`src/rtl/upeq_pkg.sv`:
```
// upeq_pkg: shared types, constants and the ordering function for the
// updatable priority event queue. No dependencies.
`timescale 1ns / 1ps

package upeq_pkg;

    localparam int CAPACITY = 256;
    localparam int ID_W     = 30;
    localparam int PRI_W    = 30;
    localparam int STATUS_W = 2;

    localparam logic [STATUS_W-1:0] STATUS_OK    = 2'd0;
    localparam logic [STATUS_W-1:0] STATUS_EMPTY = 2'd1;
    localparam logic [STATUS_W-1:0] STATUS_FULL  = 2'd2;

    localparam logic MODE_SET  = 1'b0;
    localparam logic MODE_POLL = 1'b1;

    typedef enum logic [1:0] {
        OP_HOLD,
        OP_SHIFT,
        OP_UPDATE
    } op_t;

    typedef struct packed {
        logic             valid;
        logic [PRI_W-1:0] pri;
        logic [ID_W-1:0]  id;
    } entry_t;

    // Broadcast to every cell of the chain.
    typedef struct packed {
        op_t              op;
        logic [ID_W-1:0]  find_id;
        logic [ID_W-1:0]  new_id;
        logic [PRI_W-1:0] new_pri;
        logic             hit;
        logic [PRI_W-1:0] old_pri;
    } cmd_t;

    // What a cell hands to its neighbors.
    typedef struct packed {
        entry_t ent;
        logic   after;  // cell sits at or behind the entry being removed
        logic   bnew;   // cell's entry is polled before the new one
    } link_t;

    // True if key a is polled before key b.
    function automatic logic beats(input logic [PRI_W-1:0] a_pri,
                                   input logic [ID_W-1:0]  a_id,
                                   input logic [PRI_W-1:0] b_pri,
                                   input logic [ID_W-1:0]  b_id);
        logic r;
        if (a_pri != b_pri) begin
            r = (a_pri > b_pri);
        end else begin
            r = (a_id < b_id);
        end
        return r;
    endfunction

endpackage

```
`src/rtl/upeq_cell.sv`:
```
// upeq_cell: one slot of the sorted event chain. Uses upeq_pkg.
// Holds one entry; shifts, holds or takes a neighbor's / the new entry.
`timescale 1ns / 1ps

module upeq_cell (
    input  logic             aclk,
    input  logic             aresetn,
    input  upeq_pkg::cmd_t   cmd,
    input  upeq_pkg::link_t  left_link,
    input  upeq_pkg::link_t  right_link,
    output upeq_pkg::link_t  link_out,
    output logic             hit,
    output logic [upeq_pkg::PRI_W-1:0] hit_pri
);

    logic                         valid_reg, valid_next;
    logic [upeq_pkg::PRI_W-1:0]   pri_reg, pri_next;
    logic [upeq_pkg::ID_W-1:0]    id_reg, id_next;

    upeq_pkg::entry_t ent, shrunk_self, shrunk_left, nxt;
    logic after, bnew, beat_self, beat_left;

    always_comb begin
        ent.valid = valid_reg;
        ent.pri   = pri_reg;
        ent.id    = id_reg;

        after = cmd.hit && (!valid_reg ||
                !upeq_pkg::beats(pri_reg, id_reg, cmd.old_pri, cmd.new_id));
        bnew  = valid_reg && upeq_pkg::beats(pri_reg, id_reg, cmd.new_pri, cmd.new_id);

        link_out.ent   = ent;
        link_out.after = after;
        link_out.bnew  = bnew;

        hit     = valid_reg && (id_reg == cmd.find_id);
        hit_pri = hit ? pri_reg : '0;

        // Chain with the old entry taken out, seen at this slot and the one before.
        shrunk_self = after ? right_link.ent : ent;
        shrunk_left = left_link.after ? ent : left_link.ent;
        beat_self   = after ? right_link.bnew : bnew;
        beat_left   = left_link.after ? bnew : left_link.bnew;

        nxt = ent;
        case (cmd.op)
            upeq_pkg::OP_SHIFT: begin
                nxt = right_link.ent;
            end
            upeq_pkg::OP_UPDATE: begin
                if (beat_self) begin
                    nxt = shrunk_self;
                end else if (beat_left) begin
                    nxt.valid = 1'b1;
                    nxt.pri   = cmd.new_pri;
                    nxt.id    = cmd.new_id;
                end else begin
                    nxt = shrunk_left;
                end
            end
            default: begin
                nxt = ent;
            end
        endcase

        valid_next = nxt.valid;
        pri_next   = nxt.pri;
        id_next    = nxt.id;
    end

    always_ff @(posedge aclk) begin
        if (!aresetn) begin
            valid_reg <= 1'b0;
        end else begin
            valid_reg <= valid_next;
        end
        pri_reg <= pri_next;
        id_reg  <= id_next;
    end

endmodule

```
`config.mk`:
```
export PLATFORM = sky130hd
export DESIGN_NAME = upeq_cell
export DESIGN_NICKNAME = d
export VERILOG_FILES = /design/src/rtl/upeq_pkg.sv /design/src/rtl/upeq_cell.sv
export SDC_FILE = /design/constraint.sdc
export NUM_CORES = 1
export LEC_CHECK = 0
export ABC_CLOCK_PERIOD_IN_PS = 6770
export BUFFER_PORTS_ARGS = -buffer_cell sky130_fd_sc_hd__buf_2
export CORE_UTILIZATION = 35
export CTS_CLUSTER_SIZE = 10
export DETAILED_ROUTE_END_ITERATION = 8
export PLACE_DENSITY = 0.66
export SLEW_MARGIN = 25
export SYNTH_ARGS = -nofsm -noshare
export SYNTH_HDL_FRONTEND = slang
export SYNTH_SLANG_ARGS = --single-unit
export TNS_END_PERCENT = 30
```
`constraint.sdc`:
```
create_clock -name aclk -period 6.77 [get_ports aclk]
set_input_delay 1.354 -clock aclk [delete_from_list [all_inputs] [get_ports aclk]]
set_output_delay 1.354 -clock aclk [all_outputs]
set_load 0.05 [all_outputs]
```
==> out/summary.md <==
Via count of the first global-routing pass: 6,220. The main flop type after synthesis was edfxtp_1. Derived from the worst setup path, the maximum achievable clock frequency is 200 MHz. In this run the tool buffered the top-level ports with 343 buffer cells. In this run the critical register-to-register path is captured at pri_reg[0]. The critical-path maximum fanout was 5. Registers are responsible for 31.8% of the overall power.

For the met3 track utilization from global routing, the log shows 4.53%. The total power density per cell area is 209 nW/um^2, and the residual overflow from global routing is 0. The total area inside the core boundary comes to 17,300 sq um. Leaving out fill and tap cells, the most frequent cells in the layout are buf_2, a21oi_1, inv_1.

The placed instances occupy a cell area of 8150 sq um. The starting utilization of the core area is 36.0%, and the net switching fraction of the power is 41.2%. The run gives 17,600 um as the HPWL reported at the end of detailed placement.

The initial antenna violation count is 4. The library cell used most frequently in the layout, excluding fill and tap cells, is buf_2. The largest net degree at the start of global routing is 61, and the area growth from synthesis to final layout is 35.6%.

The worst path required time was 5.42 ns; the net switching power of the design was 727 uW. Dividing the detail-routed wire length by the instance count gives 17.6 um. The run gives 0 as the final-report setup violation count. In this run the tightest slew margin relative to its limit is 45.1%.

Count of buffers added by post-CTS timing repair for setup: 0. The signal on the critical path passes through buf_2 -> inv_1 -> ha_1 -> nand4_1 -> nor4_1 -> or3b_1 -> o21ai_1 -> o221a_4 -> and2_1 -> buf_2. The number of cells traversed by the worst hold path is 3. The run gives 48 as the row count. The horizontal die dimension works out to 135 um.

After synthesis, flip-flops and latches occupy 29.3% of the total area. Count of yosys warnings during synthesis: 0. STA classifies the critical path endpoint as an output port. Global routing used 24.3% of the available tracks. The number of buffers inserted during clock tree synthesis is 9.

The H-tree was split into 3 levels. The clock network accounts for 26.1% of the total power. The arrival time of data at the critical path endpoint was 3.66 ns; the number of standard cells in the layout, taps in and fillers out was 1,252. The count of cell types in the netlist came out at 53. The number of cell instances on the worst register-to-register path came out at 10. During I/O placement, the number of pins put on the boundary was 345. The run gives 2 as the maximum count of clock buffers along a single path.

The startpoint class of the critical path is a primary input. The layer flagged by global routing as most heavily used is met2. Each instance of the synthesized netlist takes up on average 9.04 sq um. When the netlist entered floorplanning its net count stood at 1,029.

After layout, the worst path uses 74.0% of the clock period. For this run, asynchronously set or reset flops after synthesis account for 0%. The slack of the worst reg-to-reg path is 2.87 ns.

The run finished with clean final reports. The run gives 42.1% as the part of the total power dissipated in combinational logic. The critical path in this run is classified as in -> out. The number of hold buffers added after cts came out at 0. The setup clock skew after layout was 0.0107 ns; the per-cell via count in the routed design was 5.11.

The slowest library cell on the worst path was or3b_1. At the pin with the least slew margin, the transition time is 0.823 ns. The max-cap violation count is 0, and the wire length of the first global-routing pass is 33,300 um. The number of detailed-route iterations in the first pass was 5.

Most used cell along the critical path: buf_2. The final number of max-transition violations is 0, and the number of clock sinks is 61. The cell chosen for the clock root was clkbuf_16.

Startpoint of the most critical hold path: valid_reg. The worst register-to-register path begins at pri_reg[16]. The path with the worst hold slack has its endpoint at valid_reg.

For this design the static power due to leakage is 4.54 nW. Clock latency on the worst-skew pair, taken at its later pin, is 0.34 ns. DRC violation count after routing: 0. The path class of the tightest hold or removal check is reg -> reg.

The die outline area is 18,300 sq um. The final number of hold-violating endpoints was 0. Setup repair after global routing left no endpoint under its margin. The met2 demand-to-capacity share in global routing is 43.7%, and the met1 track demand over resource in global routing is 28.8%.

After clock tree synthesis, the repair step resized 0 gates. The number of flops mapped to enable cells by yosys works out to 60. The post-detailed-route count of antenna-violating nets is 0. The number of flip-flops and latches in the synthesized netlist is 61. At the end of routability-driven placement, the weighted congestion stood at 0.861. The vertical extent of the die came out at 135 um. Counting I/O delays and the setup requirement, the final critical path takes 5.01 ns. The fraction of final layout cells with drive strength greater than 1 was 36.9%. After detailed routing, the total wire length is 22,000 um. The synthesized netlist occupies a cell area of 6220 sq um. The cell internal power dissipation is 1.04 mW.

The run gives 688 as the instance count of the mapped netlist. The placed instance count is 1,235. For the total number of vias, the log shows 6,399. The summed negative setup slack over all endpoints is 0 ns.

The final layout contains 1,362 nets. Across the VDD grid, the largest voltage drop is 0.104 mV. In this design, the stage delay of the slowest critical-path cell is 0.43 ns.

TritonCTS built the clock tree. The post-route standard cell area excluding fillers came out at 8430 sq um. For this block, the initial DRC count from the detailed router was 182. Clock-pin slew was measured on the worst setup and hold paths at 0.05 ns.
## power by group through the flow
stage | combinational, mW | sequential, mW | clock (mW)
after detailed placement | 0.745 | 0.570 | 0
after global placement | 0.734 | 0.570 | 0
final | 0.743 | 0.561 | 0.462
after global routing | 0.814 | 0.569 | 0.485
after floorplan | 0.332 | 0.729 | 0
after CTS | 0.748 | 0.563 | 0.467
## cells by family (layout without fill, tap and decap cells)
kind of cell,count (synthesis),count (layout),synth area share (%)
multiplexers,62,62,10.1
XOR/XNOR,30,30,4.23
flip-flops,61,61,29.3
buffers and inverters,126,464,8.45
other,0,1,0
AO/OA/AOI/OAI,201,201,18.7
AND/OR/NAND/NOR,118,118,11.2
adder cells (fa/ha/maj),90,90,18.1
## synthesized netlist by cell type (2+ instances only)
cell type	instances	share of area, %
a21oi_1	147	12
mux2i_1	58	9.3
a211o_1	5	0.70
nor2b_1	2	0.20
a21o_1	7	0.85
buf_2	6	0.48
buf_4	6	0.72
xor2_1	4	0.56
a2bb2oi_1	2	0.28
nand2_1	18	1.1
o21ai_0	10	0.80
and2_1	33	3.3
nor3_1	3	0.24
o211ai_1	3	0.36
o21a_1	4	0.48
nand3_1	10	0.80
nor4_1	5	0.50
inv_1	95	5.7
a211oi_1	6	0.72
clkbuf_1	16	0.97
o21ai_1	2	0.16
a221oi_1	2	0.28
xnor2_1	26	3.7
buf_6	3	0.54
edfxtp_1	60	29
ha_1	90	18
nor2_1	9	0.54
and3_1	2	0.20
nand4_1	23	2.3
mux2_2	4	0.72
nand2b_1	5	0.50
## worst max path at each step
| stage | end | slack, ns | startpoint |
|---|---|---|---|
| global placement | link_out[0] | 1.81 | cmd[47] |
| finish | link_out[0] | 1.76 | cmd[47] |
| global route | link_out[0] | 1.57 | cmd[47] |
| detailed placement | link_out[0] | 1.74 | cmd[47] |
| CTS | link_out[0] | 1.75 | cmd[47] |
| floorplan | hit_pri[20] | 1.77 | cmd[100] |
## per-stage QoR
stage	hold slack, ns	total power, mW	setup slack [ns]	utilization (%)
finish	0.686	1.77	1.76	48.8
global route	0.714	1.87	1.57	48.8
CTS	0.687	1.78	1.75	48.7
detailed placement	0.680	1.32	1.74	47.1
global placement	0.680	1.30	1.81	47.1
floorplan	0.552	1.06	1.77	-
## per-layer routing
layer  part of all wire, %  vias to the layer above  routed length, um
li1                      -                     3171                  -
met1                    42                     2932               9180
met2                    50                      261              10900
met3                   6.7                       29               1470
met4                   2.0                        6                441
met5                  0.14                        -                 30
## final cells by class
class                           count  area [sq um]
Fill cell                        1677          8860
Multi-Input combinational cell    501          3900
Sequential cell                    61          1820
Timing Repair Buffer              353          1790
Inverter                           95           357
Tap cell                          225           282
Clock buffer                       11           233
Clock inverter                      5          51.3
Antenna cell                        1          2.50
## critical path: cells and delay by family
kind | cells | cell delay (ns)
compound gates | 2 | 0.47
simple gates | 4 | 1.11
fa+ha+maj | 1 | 0.31
buf+inv | 3 | 0.41
Power figures use the tool's default switching activity.
